[src/gprm_pkg.sv]
package gprm_pkg;

    // Number of analog axes and message slots per report
    localparam int NUM_ANALOG = 6;
    localparam int NUM_FACE   = 4;
    localparam int NUM_MENU   = 8;
    localparam int NUM_SLOTS  = NUM_ANALOG + 1 + NUM_FACE + NUM_MENU;

    // Slot positions in output order
    localparam int SLOT_HAT  = NUM_ANALOG;
    localparam int SLOT_FACE = SLOT_HAT + 1;
    localparam int SLOT_MENU = SLOT_FACE + NUM_FACE;

    // MIDI status bytes, channel 0
    localparam logic [7:0] ST_CC  = 8'hB0;
    localparam logic [7:0] ST_ON  = 8'h90;
    localparam logic [7:0] ST_OFF = 8'h80;

    localparam logic [6:0] VELOCITY = 7'd100;
    localparam logic [3:0] HAT_NONE = 4'd8;
    localparam int HAT_BASE  = 80;
    localparam int FACE_BASE = 50;
    localparam int MENU_BASE = 62;
    localparam int FACE_FIRST_BIT = 4;

    // One three-byte MIDI message
    typedef struct packed {
        logic [7:0] status;
        logic [6:0] data1;
        logic [6:0] data2;
    } msg_t;

endpackage

[src/gprm_cc_lane.sv]
module gprm_cc_lane (
    input  logic [7:0] raw,
    input  logic [6:0] prev,
    input  logic       primed,
    output logic       fire,
    output logic [6:0] value
);

    // Halve the raw byte and flag a change against the stored value.
    assign value = raw[7:1];
    assign fire  = !primed || (value != prev);

endmodule

[src/gprm_note_lane.sv]
module gprm_note_lane (
    input  logic       enable,
    input  logic       now_bit,
    input  logic       old_bit,
    output logic       fire,
    output logic [7:0] status
);
    import gprm_pkg::*;

    // A toggled button gives note-on when pressed and note-off when released.
    assign fire   = enable && (now_bit != old_bit);
    assign status = now_bit ? ST_ON : ST_OFF;

endmodule

[src/gprm_merge.sv]
module gprm_merge (
    input  logic                                  clk,
    input  logic                                  rst_n,
    input  logic                                  load,
    input  logic [gprm_pkg::NUM_SLOTS-1:0]        fire,
    input  gprm_pkg::msg_t                        msg [gprm_pkg::NUM_SLOTS],
    output logic                                  busy,
    output logic                                  m_tvalid,
    input  logic                                  m_tready,
    output gprm_pkg::msg_t                        m_msg,
    output logic                                  m_last
);
    import gprm_pkg::*;

    logic [NUM_SLOTS-1:0] pending_reg;
    logic [NUM_SLOTS-1:0] pending_next;
    msg_t                 slot_reg [NUM_SLOTS];
    logic                 valid_reg;
    logic                 valid_next;
    msg_t                 out_reg;
    msg_t                 out_next;
    logic                 last_reg;
    logic                 last_next;
    logic [NUM_SLOTS-1:0] pick;
    logic [NUM_SLOTS-1:0] remain;
    msg_t                 pick_msg;
    logic                 advance;

    // Lowest pending slot is the next message in report order.
    assign pick   = pending_reg & (~pending_reg + NUM_SLOTS'(1));
    assign remain = pending_reg & ~pick;

    always_comb
    begin
        pick_msg = '0;
        for (int k = 0; k < NUM_SLOTS; k++)
        begin
            if (pick[k])
            begin
                pick_msg = pick_msg | slot_reg[k];
            end
        end
    end

    assign advance = (!valid_reg || m_tready) && (pending_reg != '0);

    // Next-state for the pending mask and the output register.
    always_comb
    begin
        pending_next = pending_reg;
        valid_next   = valid_reg;
        out_next     = out_reg;
        last_next    = last_reg;
        if (load)
        begin
            pending_next = fire;
        end
        if (advance)
        begin
            pending_next = remain;
            valid_next   = 1'b1;
            out_next     = pick_msg;
            last_next    = (remain == '0);
        end
        else if (m_tready)
        begin
            valid_next = 1'b0;
        end
    end

    always_ff @(posedge clk or negedge rst_n)
    begin
        if (!rst_n)
        begin
            pending_reg <= '0;
            valid_reg   <= 1'b0;
        end
        else
        begin
            pending_reg <= pending_next;
            valid_reg   <= valid_next;
        end
    end

    // Message payloads need no reset.
    always_ff @(posedge clk)
    begin
        out_reg  <= out_next;
        last_reg <= last_next;
        if (load)
        begin
            for (int k = 0; k < NUM_SLOTS; k++)
            begin
                slot_reg[k] <= msg[k];
            end
        end
    end

    assign busy     = (pending_reg != '0);
    assign m_tvalid = valid_reg;
    assign m_msg    = out_reg;
    assign m_last   = last_reg;

endmodule

[src/gamepad_report_to_midi.sv]
// Each report is stored in the slot registers and fed to the output register.
// Throughput: one message per cycle while m_tready is high; a report causing up
// to 19 messages holds the input until the single output register drains its slots.
// A report causing no message is taken every cycle while no slots are pending.
// Reset (rst_n low, asynchronous) clears the stored axes, buttons and the primed
// flag, so the first report sends all six control changes and only latches buttons.
module gamepad_report_to_midi (
    input  logic        clk,
    input  logic        rst_n,
    input  logic        s_tvalid,
    output logic        s_tready,
    // left_x, left_y, right_x, right_y, trigger_left, trigger_right,
    // buttons_a, buttons_b (8 bits each, lowest first)
    input  logic [63:0] s_tdata,
    output logic        m_tvalid,
    input  logic        m_tready,
    // midi_status [7:0], midi_data1 [14:8], midi_data2 [21:15], zero [23:22]
    output logic [23:0] m_tdata,
    output logic        m_tlast
);
    import gprm_pkg::*;

    logic                 primed_reg;
    logic [6:0]           prev_analog_reg [NUM_ANALOG];
    logic [7:0]           prev_buttons_a_reg;
    logic [7:0]           prev_buttons_b_reg;
    logic                 accept;
    logic                 busy;
    logic [NUM_SLOTS-1:0] fire;
    msg_t                 msg [NUM_SLOTS];
    logic [6:0]           halved [NUM_ANALOG];
    logic [7:0]           buttons_a;
    logic [7:0]           buttons_b;
    logic [3:0]           new_hat;
    logic [3:0]           old_hat;
    logic [3:0]           hat_code;
    logic                 hat_on;
    msg_t                 out_msg;
    logic                 out_last;

    assign accept    = s_tvalid && s_tready;
    assign s_tready  = !busy;
    assign buttons_a = s_tdata[55:48];
    assign buttons_b = s_tdata[63:56];

    // Control change lanes, one per analog axis.
    for (genvar i = 0; i < NUM_ANALOG; i++)
    begin : g_cc
        gprm_cc_lane u_cc (
            .raw    (s_tdata[8*i +: 8]),
            .prev   (prev_analog_reg[i]),
            .primed (primed_reg),
            .fire   (fire[i]),
            .value  (halved[i])
        );
        assign msg[i] = '{status: ST_CC, data1: 7'(i + 1), data2: halved[i]};
    end

    // Hat: note-on for a new direction, note-off for the old one on release.
    assign new_hat   = buttons_a[3:0];
    assign old_hat   = prev_buttons_a_reg[3:0];
    assign hat_on    = (new_hat != HAT_NONE);
    assign hat_code  = hat_on ? new_hat : old_hat;
    assign fire[SLOT_HAT] = primed_reg && (new_hat != old_hat);
    assign msg[SLOT_HAT]  = '{status: hat_on ? ST_ON : ST_OFF,
                              data1: 7'(HAT_BASE + 2) + {2'b00, hat_code, 1'b0},
                              data2: VELOCITY};

    // Face button lanes, buttons_a upper nibble.
    for (genvar k = 0; k < NUM_FACE; k++)
    begin : g_face
        localparam int Bit  = FACE_FIRST_BIT + k;
        localparam int Note = FACE_BASE + 2 * (Bit + 1);
        logic [7:0] st;
        gprm_note_lane u_note (
            .enable  (primed_reg),
            .now_bit (buttons_a[Bit]),
            .old_bit (prev_buttons_a_reg[Bit]),
            .fire    (fire[SLOT_FACE + k]),
            .status  (st)
        );
        assign msg[SLOT_FACE + k] = '{status: st, data1: 7'(Note), data2: VELOCITY};
    end

    // Shoulder and menu button lanes, buttons_b.
    for (genvar k = 0; k < NUM_MENU; k++)
    begin : g_menu
        localparam int Note = MENU_BASE + 2 * (k + 1);
        logic [7:0] st;
        gprm_note_lane u_note (
            .enable  (primed_reg),
            .now_bit (buttons_b[k]),
            .old_bit (prev_buttons_b_reg[k]),
            .fire    (fire[SLOT_MENU + k]),
            .status  (st)
        );
        assign msg[SLOT_MENU + k] = '{status: st, data1: 7'(Note), data2: VELOCITY};
    end

    // Report state is updated as each item is accepted.
    always_ff @(posedge clk or negedge rst_n)
    begin
        if (!rst_n)
        begin
            primed_reg         <= 1'b0;
            prev_buttons_a_reg <= '0;
            prev_buttons_b_reg <= '0;
            for (int i = 0; i < NUM_ANALOG; i++)
            begin
                prev_analog_reg[i] <= '0;
            end
        end
        else if (accept)
        begin
            primed_reg         <= 1'b1;
            prev_buttons_a_reg <= buttons_a;
            prev_buttons_b_reg <= buttons_b;
            for (int i = 0; i < NUM_ANALOG; i++)
            begin
                prev_analog_reg[i] <= halved[i];
            end
        end
    end

    // Merge stage drains the firing slots in order.
    gprm_merge u_merge (
        .clk      (clk),
        .rst_n    (rst_n),
        .load     (accept),
        .fire     (fire),
        .msg      (msg),
        .busy     (busy),
        .m_tvalid (m_tvalid),
        .m_tready (m_tready),
        .m_msg    (out_msg),
        .m_last   (out_last)
    );

    assign m_tdata = {2'b00, out_msg.data2, out_msg.data1, out_msg.status};
    assign m_tlast = out_last;

    // A message that is not the last of its report leaves more slots pending.
    assert property (@(posedge clk) disable iff (!rst_n)
        (m_tvalid && !m_tlast) |-> busy)
        else $error("non-final message shown with no slots pending");

    // The first report after reset leaves its six control changes pending.
    assert property (@(posedge clk) disable iff (!rst_n)
        (accept && !primed_reg) |=> busy)
        else $error("first report produced no pending messages");

    // Any accepted item primes the block.
    assert property (@(posedge clk) disable iff (!rst_n)
        accept |=> primed_reg)
        else $error("primed flag not set after an item");

endmodule
[config.mk]
export PLATFORM = sky130hd
export DESIGN_NAME = gamepad_report_to_midi
export DESIGN_NICKNAME = d
export VERILOG_FILES = /design/src/gprm_pkg.sv /design/src/gprm_cc_lane.sv /design/src/gprm_note_lane.sv /design/src/gprm_merge.sv /design/src/gamepad_report_to_midi.sv
export SDC_FILE = /design/constraint.sdc
export NUM_CORES = 1
export LEC_CHECK = 0
export BUFFER_PORTS_ARGS = -buffer_cell sky130_fd_sc_hd__buf_2
export CAP_MARGIN = 20
export CORE_MARGIN = 10
export CORE_UTILIZATION = 50
export CTS_CLUSTER_DIAMETER = 40
export DETAILED_ROUTE_END_ITERATION = 12
export GPL_TIMING_DRIVEN = 0
export PLACE_DENSITY = 0.71
export REMOVE_ABC_BUFFERS = 1
export SKIP_LAST_GASP = 1
export SLEW_MARGIN = 10
export SYNTH_ARGS = -nofsm -noshare
export SYNTH_HDL_FRONTEND = slang
export SYNTH_SLANG_ARGS = --single-unit
[constraint.sdc]
create_clock -name clk -period 4 [get_ports clk]
set_input_delay 0.8 -clock clk [delete_from_list [all_inputs] [get_ports clk]]
set_output_delay 0.8 -clock clk [all_outputs]
set_load 0.01 [all_outputs]
## Yosys cells after proc, flatten, opt, wreduce, memory -nomap -nowiden

Memories as Yosys holds them, arrays and structs flattened.
Index checks and enable logic that the tools add are counted.

| storage, ports and cells | value |
|---|---|
| output and inout bits | 27 |
| memories kept | 1 |
| memory bits (writable) | 380 |
| input bits | 68 |
| register bits after elaboration | 102 |

Memory list:

| memory | depth | width | rd ports | clocked after memory_dff | write ports | RTL line | RTL |
|---|---|---|---|---|---|---|---|
| u_merge.slot_reg | 19 | 20 | 19 | 0 | 19 | gprm_merge.sv:17 | `msg_t slot_reg [NUM_SLOTS];` |

| operators by class | value |
|---|---|
| reduce and logical (&&, ||, !) cells | 29 |
| bitwise gates (word level) | 22 |
| add/sub/neg operators | 2 |
| equality and inequality tests | 20 |
| multiplexer cells | 39 |

Operator list:

| kind | number |
|---|---|
| 22-bit 2-to-1 mux | 19 |
| 22-bit bitwise OR | 18 |
| 5-bit 2-to-1 mux | 13 |
| 7-bit != test | 6 |
| 19-bit bitwise AND | 2 |
| 19-bit 2-to-1 mux | 2 |
| 19-bit inverter | 2 |
| 19-bit by 1-bit adder with 19-bit output, second input constant | 1 |
| 19-bit logical NOT | 1 |
| 19-bit nonzero test | 1 |
| 1-bit logical AND | 15 |
| 1-bit != test | 12 |
| 7-bit by 5-bit adder with 7-bit output, first input constant | 1 |
| 1-bit logical OR | 7 |
| 1-bit 2-to-1 mux | 4 |
| 4-bit 2-to-1 mux | 1 |
| 4-bit != test | 1 |
| 4-bit != test, second input constant | 1 |
| 2-bit nonzero test | 2 |
| 1-bit logical NOT | 3 |

## Logic depth before layout (Yosys ltp)

Gate-level depths: netlist of run 1.

| depth | value |
|---|---|
| depth in word-level cells | 40 |
| depth in mapped cells | 9 |

## Modules after synthesis

A second synthesis of run 1 with hierarchy kept.

| second synthesis, totals | value |
|---|---|
| cell total of the unflattened synthesis | 1419 |
| area total of the unflattened synthesis | 21515.6 um2 |

Modules (own cells, without submodules):

| module | area an instance (um2) | cells an instance | seq. area each (um2) | instances |
|---|---|---|---|---|
| gprm_merge | 17235.3 | 1008 | 13743.2 | 1 |
| gamepad_report_to_midi | 2508.7 | 165 | 1476.4 | 1 |
| gprm_note_lane | 82.6 | 12 | 0.0 | 12 |
| gprm_cc_lane | 130.1 | 17 | 0.0 | 6 |

## Least setup slack after synthesis of run 1

Ideal clock, no wire load.

| path | value |
|---|---|
| path type | register to register |
| from | reg u_merge.pending_reg[9] |
| to | mem u_merge.slot_reg[0][0] (netlist bit), enable pin |
| stages on the path, launching flop included | 7 |
| arrival | 2220 ps |
| buffers on the path | 2 |
| path slack | 1387 ps |
| cells stage by stage | dfrtp_1 clkbuf_1 nor4_4 and4_4 nand3_4 inv_2 buf_2 |

RTL lines:

| what | RTL line | RTL |
|---|---|---|
| start: declaration | gprm_merge.sv:15 | `logic [NUM_SLOTS-1:0] pending_reg;` |
| start signal: assignment | gprm_merge.sv:80 | `pending_reg <= pending_next;` |
| end: declaration | gprm_merge.sv:17 |  |

## Final worst setup path of run 1

| path | value |
|---|---|
| from | reg u_merge.pending_reg[1] |
| to | reg u_merge.pending_reg[6] |

| between the ends | value |
|---|---|
| word-level cells in the longest chain between the ends | 6 |
| elaborated cells on any way between the ends | 11 |
| classes of those cells | add/sub (1); mux (1); bitwise (4); reduce/logical (5) |

RTL lines:

| what | RTL line | RTL |
|---|---|---|
| 19-bit inverter | gprm_merge.sv:30 | `assign pick = pending_reg & (~pending_reg + NUM_SLOTS'(1));` |
| 19-bit by 1-bit adder with 19-bit output | gprm_merge.sv:30 |  |
| 19-bit bitwise AND | gprm_merge.sv:30 |  |
| 19-bit inverter | gprm_merge.sv:31 | `assign remain = pending_reg & ~pick;` |
| 19-bit bitwise AND | gprm_merge.sv:31 |  |
| 19-bit 2-to-1 mux | gprm_merge.sv:58 | `if (advance)` |

Parallel ways exist; a longest one is shown, timed or not.
A chain may end at the register's enable or synchronous reset.

==> results of run 1 <==
-- metrics by stage --
step	area [um^2]	total power, mW	setup TNS [ps]
finish	8270	7.26	0
global placement	7600	5.53	-57970
global route	8270	7.76	0
detailed placement	7660	5.63	0
floorplan	6970	4.71	0
CTS	8270	7.30	0
-- power breakdown --
| part | internal (mW) | switching (mW) | leakage [nW] | total, mW |
|---|---|---|---|---|
| sequential | 2.42 | 0.474 | 1.73 | 2.89 |
| clock | 0.992 | 0.664 | 0.294 | 1.66 |
| combinational | 0.998 | 1.72 | 1.58 | 2.71 |
| total | 4.41 | 2.85 | 3.60 | 7.26 |
-- layout make-up --
type / count / area (um^2) / area share [%]
repair buffers: 83 / 463 / 5.60
multi-input cells: 462 / 2600 / 31.4
inverters: 14 / 57.6 / 0.696
well taps: 180 / 225 / 2.72
flip-flops and latches: 157 / 4320 / 52.2
clock buffers: 17 / 425 / 5.14
clock inverters: 15 / 183 / 2.21
-- per-layer routing --
layer / global-route usage [%] / vias to the layer above / wire length, um
li1: - / 2455 / -
met5: 0 / - / 0
met4: 4.67 / 0 / 194
met1: 21.6 / 2518 / 7200
met2: 27.8 / 153 / 8170
met3: 5.00 / 14 / 929
-- logic make-up (layout without fill, tap and decap cells) --
kind of cell	Yosys count	count (layout)	synth area share, %
other	1	7	0.0523
and+or+nand+nor	300	300	19.2
muxes	1	1	0.139
adders and majority gates	2	2	0.314
DFF	157	157	60.2
buffers and inverters	52	129	3.89
xor gates and xnor gates	60	60	7.32
AOI/OAI and AO/OA	92	92	8.86
-- final timing paths --
check	from	to	slack [ps]	depth (start not counted)
hold / removal	rst_n	prev_buttons_b_reg[4]	300	1
setup / recovery	u_merge.pending_reg[1]	u_merge.pending_reg[6]	480	7
setup reg to reg	u_merge.pending_reg[1]	u_merge.pending_reg[6]	480	7
hold reg to reg	prev_analog_reg[34]	prev_analog_reg[34]	490	2
max in group asynchronous	rst_n	u_merge.pending_reg[5]	3080	2
min in group clk	prev_analog_reg[34]	prev_analog_reg[34]	490	2
-- layout by cell type (no fill, tap or decap), types with 3 or more instances in the layout --
cell type,netlist,routed
nand2_1,202,202
buf_2,7,80
dfrtp_1,79,79
edfxtp_1,78,78
xor2_1,30,30
xnor2_1,30,30
nor2_1,29,29
a21oi_1,20,20
clkbuf_16,0,17
nand3_1,13,13
inv_1,12,12
nor4_1,10,10
a22oi_1,10,10
o21ai_0,10,10
nand4_1,8,8
a31oi_1,7,7
conb_1,1,7
nor3_1,6,6
inv_6,0,6
o21ai_1,6,6
or3_1,4,4
a222oi_1,4,4
a41oi_1,4,4
o211ai_1,4,4
a221oi_1,4,4
nor3_2,3,3
nor2b_1,3,3
nor4b_1,3,3
nand2b_1,3,3
o22ai_1,3,3
bufinv_16,0,3
==> metrics.yaml, run 1 <==
outcome:
  status: "complete, no violations"
synth:
  netlist_instances: 665
  synth-edff-count: 78
  synth_area_um2: 7180
  synth_most_common_cell: "nand2_1"
  yosysTopAreaCellShare_pct: 32.6
  yosysWarnings: 0
  ys_seq_elements: 157
  netlist_top_cells_area: "edfxtp_1 (33%), dfrtp_1 (28%), nand2_1 (11%)"
  synth.avg_cell_area_um2: 10.8
  ys_top_cells_by_count: "nand2_1 (202), dfrtp_1 (79), edfxtp_1 (78)"
  ys_types: 60
  synth-main-ff-cell: "dfrtp_1"
  synth_top_cell_by_area: "edfxtp_1"
  synthArstFlopShare_pct: 50.3
  seq_area_frac_synth_pct: 60.2
sta:
  max_freq_ghz: 0.284
  rsz0062_at_grt: "false"
  worstMarginPinSlew_ps: 928
  hold_viol_final: 0
  relSlewSlack_pct: 38.1
  slew_viol_final: 0
  final.min_clock_period_ps: 3520
  finalSetupViolCount: 0
  fin_hold_ws_ps: 297
  finalClockSkew_ps: 7.49
  final.setup.worst_slack_ps: 480
  fin_crit_sh_pct: 88.0
route:
  vias_per_cell: 5.54
  ant_nets: 0
  wire_per_inst_um: 17.8
  drt-initial-drc-count: 536
  drt-total-wl_mm: 16.5
  vias: 5140
  dr.pass1.iters: 5
  post-route-drc-count: 0
layout:
  drive_above_1_share_pct: 17.9
  final_util_pct: 59.1
  area_growth_pct: 15.3
  fill_cells: 1189
  nNetsFinal: 804
  diodes: 0
  final_cells: 928
  largest_reg_flops: 60
floorplanning:
  design.die.area_um2: 19500
  io_pins: 95
  fp.dieW_um: 140
  core_um2: 14000
  start_util_pct: 51.3
  rows: 43
  die_y_um: 140
placement:
  dp.cells: 896
  gp_congestion: 0.847
  dp_slack_ps: 513
  hpwl_mm: 11.5
  numPortBuffers: 81
worst_setup_path:
  crit_path_end_kind: "flop"
  cp.required_ps: 4330
  worstPathArrival_ps: 3850
  slowest_stage: "dfrtp_1"
  critPathTopFamily: "simple AND/OR/NAND/NOR gates"
  critPathLaunchType: "flop"
  slowest_delay_ps: 620
  crit_chain: "nor4_2, and4_4, nand3_4, inv_6, buf_16, a31oi_1, a21oi_1"
  criticalPathCategory: "flop to flop"
  crit_fanout: 101
  path_buf_inv: 2
grt:
  grt_first_pass_wirelength_mm: 27.0
  track_usage_pct: 17.1
  overflow: 0
  grt_pass1_vias: 5211
  antenna_found_initial: 0
  grt_max_degree: 102
hold_path:
  hold_path_class: "input pin to asynchronous set/reset pin"
clock_tree:
  cts_resized: 0
  cts_buffers: 17
  post-cts-setup-buffers: 0
  cts_tree: "yes"
  ctsLongestPathBuffers: 2
  insertion_delay_ps: 420
  clk_pin_slew_ps: 60
  clockRootBuffer: "clkbuf_16"
  htreeDepth: 4
  clock-sinks: 157
  postCtsHoldBufs: 0
pwr:
  power_leakage_nw: 3.60
  ir_worst_vdd_v: 0.000397
  power.density_nw_per_um2: 878
flow_run:
  drv_cap: 0
No activity file was read; power rests on OpenSTA's default activity.
==> run 2: changes to the inputs <==
--- a/config.mk
+++ b/config.mk
@@ -7,12 +7,14 @@
 export LEC_CHECK = 0
 export BUFFER_PORTS_ARGS = -buffer_cell sky130_fd_sc_hd__buf_2
 export CAP_MARGIN = 20
+export CELL_PAD_IN_SITES_DETAIL_PLACEMENT = 1
+export CELL_PAD_IN_SITES_GLOBAL_PLACEMENT = 2
 export CORE_MARGIN = 10
-export CORE_UTILIZATION = 50
+export CORE_UTILIZATION = 40
 export CTS_CLUSTER_DIAMETER = 40
 export DETAILED_ROUTE_END_ITERATION = 12
 export GPL_TIMING_DRIVEN = 0
-export PLACE_DENSITY = 0.71
+export PLACE_DENSITY = 0.84
 export REMOVE_ABC_BUFFERS = 1
 export SKIP_LAST_GASP = 1
 export SLEW_MARGIN = 10
==> metrics.yaml, run 2 (synthesis gave the netlist of run 1 again) <==
layout:
  layout_commonest_cell: "nand2_1"
  diodes: 0
  multi_input_area_um2: 2610
  seqCellArea_um2: 4320
  drive_above_1_share_pct: 17.9
  fill_cells: 1919
  nNetsFinal: 805
  fin_area_um2: 8350
  largest_reg_flops: 60
  layout_common_cells: "nand2_1 (202), buf_2 (80), dfrtp_1 (79)"
  area_growth_pct: 16.3
  final_util_pct: 47.9
worst_setup_path:
  slowest_stage: "dfrtp_1"
  crit_fanout: 70
  cp.required_ps: 4350
  crit_chain: "nor4_2, and4_4, nand3_4, clkinv_8, buf_16, nand2_1, o21ai_1"
  crit_path_end_kind: "flop"
  criticalPathCategory: "flop to flop"
  slowest_delay_ps: 600
  worstPathArrival_ps: 3710
  path_buf_inv: 2
  critPathLaunchType: "flop"
  critPathTopFamily: "simple AND/OR/NAND/NOR gates"
placement:
  gp_congestion: 0.867
  placed_area_um2: 7710
  dp_slack_ps: 20.8
  numPortBuffers: 81
  hpwl_mm: 13.0
clock_tree:
  postCtsHoldBufs: 0
  post-cts-setup-buffers: 0
  clk_pin_slew_ps: 60
  clock-sinks: 157
  ctsLongestPathBuffers: 2
  cts_tree: "yes"
  insertion_delay_ps: 440
  clockRootBuffer: "clkbuf_16"
  cts_buffers: 17
  htreeDepth: 4
sta:
  rsz0062_at_grt: "false"
  final.setup.worst_slack_ps: 637
  relSlewSlack_pct: 38.8
  finalSetupViolCount: 0
  finalClockSkew_ps: 16.6
  fin_crit_sh_pct: 84.1
  slew_viol_final: 0
  max_freq_ghz: 0.297
  worstMarginPinSlew_ps: 910
  finalSetupTns_ps: 0
  final.min_clock_period_ps: 3360
  hold_viol_final: 0
pwr:
  power.density_nw_per_um2: 890
  ir_worst_vdd_v: 0.000457
  power_leakage_nw: 3.60
  power.total_mw: 7.43
route:
  wire_per_inst_um: 19.5
  drt-total-wl_mm: 19.0
  vias_per_cell: 5.34
  ant_nets: 0
  drt-initial-drc-count: 366
  dr.pass1.iters: 5
  vias: 5199
  post-route-drc-count: 0
floorplanning:
  io_pins: 95
  core_um2: 17400
  design.die.area_um2: 23700
  die_y_um: 154
  fp.dieW_um: 154
  rows: 48
  start_util_pct: 41.2
flow_run:
  drv_cap: 0
hold_path:
  hold_path_class: "input pin to asynchronous set/reset pin"
grt:
  grt_max_degree: 71
  grt_pass1_vias: 5614
  track_usage_pct: 15.8
  grt_first_pass_wirelength_mm: 30.2
  antenna_found_initial: 0
  overflow: 0
outcome:
  status: "complete, no violations"
[run 2: cell types whose count changed in the layout (fill, tap and decap cells not counted), sizes merged]
cell / previous run / this run
inv: 20 / 16
bufinv: 3 / 4
clkinv: 4 / 5
clkinvlp: 2 / 3
nand3: 14 / 15
[run 2: repair_timing]
item                                    CTS  global route
resized for setup                         0             2
endpoints found under the setup margin    0            34
endpoints found under the hold margin     0             0
[run 2: metal layers]
metal	vias to the layer above	share of wire, %	GRT usage [%]
li1	2451	-	-
met1	2616	44	19.5
met2	112	50	26.6
met3	20	4.9	3.96
met4	0	1.2	5.04
met5	-	0	0
[run 2: report_power, final]
part           leakage [nW]  internal (mW)  switching, mW
logic                  1.58           1.00           1.82
registers              1.73           2.42          0.487
clock network         0.294           1.04          0.668
[run 2: worst reg2reg max path, cell delays in order (launching register included)]
cell	delay (ps)
dfrtp_1	600
nor4_2	540
and4_4	380
nand3_4	430
clkinv_8	500
buf_16	310
nand2_1	280
o21ai_1	230
[run 2: metrics by stage]
step / hold slack (ps) / instances
floorplan: 466 / 633
global placement: 478 / 939
detailed placement: 482 / 941
CTS: 410 / 972
global route: 431 / 973
finish: 389 / 973
[run 2: worst paths after layout]
check,depth (start not counted),from,end,slack (ps)
max,7,u_merge.pending_reg[1],u_merge.pending_reg[18],640
min,1,rst_n,prev_buttons_b_reg[5],390
max reg2reg,7,u_merge.pending_reg[1],u_merge.pending_reg[18],640
min reg2reg,2,prev_buttons_b_reg[6],prev_buttons_b_reg[6],490
max in group asynchronous,2,rst_n,u_merge.pending_reg[5],2950
min in group clk,2,prev_buttons_b_reg[6],prev_buttons_b_reg[6],490
[run 2: final cells by class]
class / instances / share of cell area [%]
Multi-Input combinational cell: 463 / 31.3
Tap cell: 225 / 3.37
Timing Repair Buffer: 83 / 5.46
Clock buffer: 17 / 5.10
Sequential cell: 157 / 51.7
Clock inverter: 14 / 2.29
Inverter: 14 / 0.779
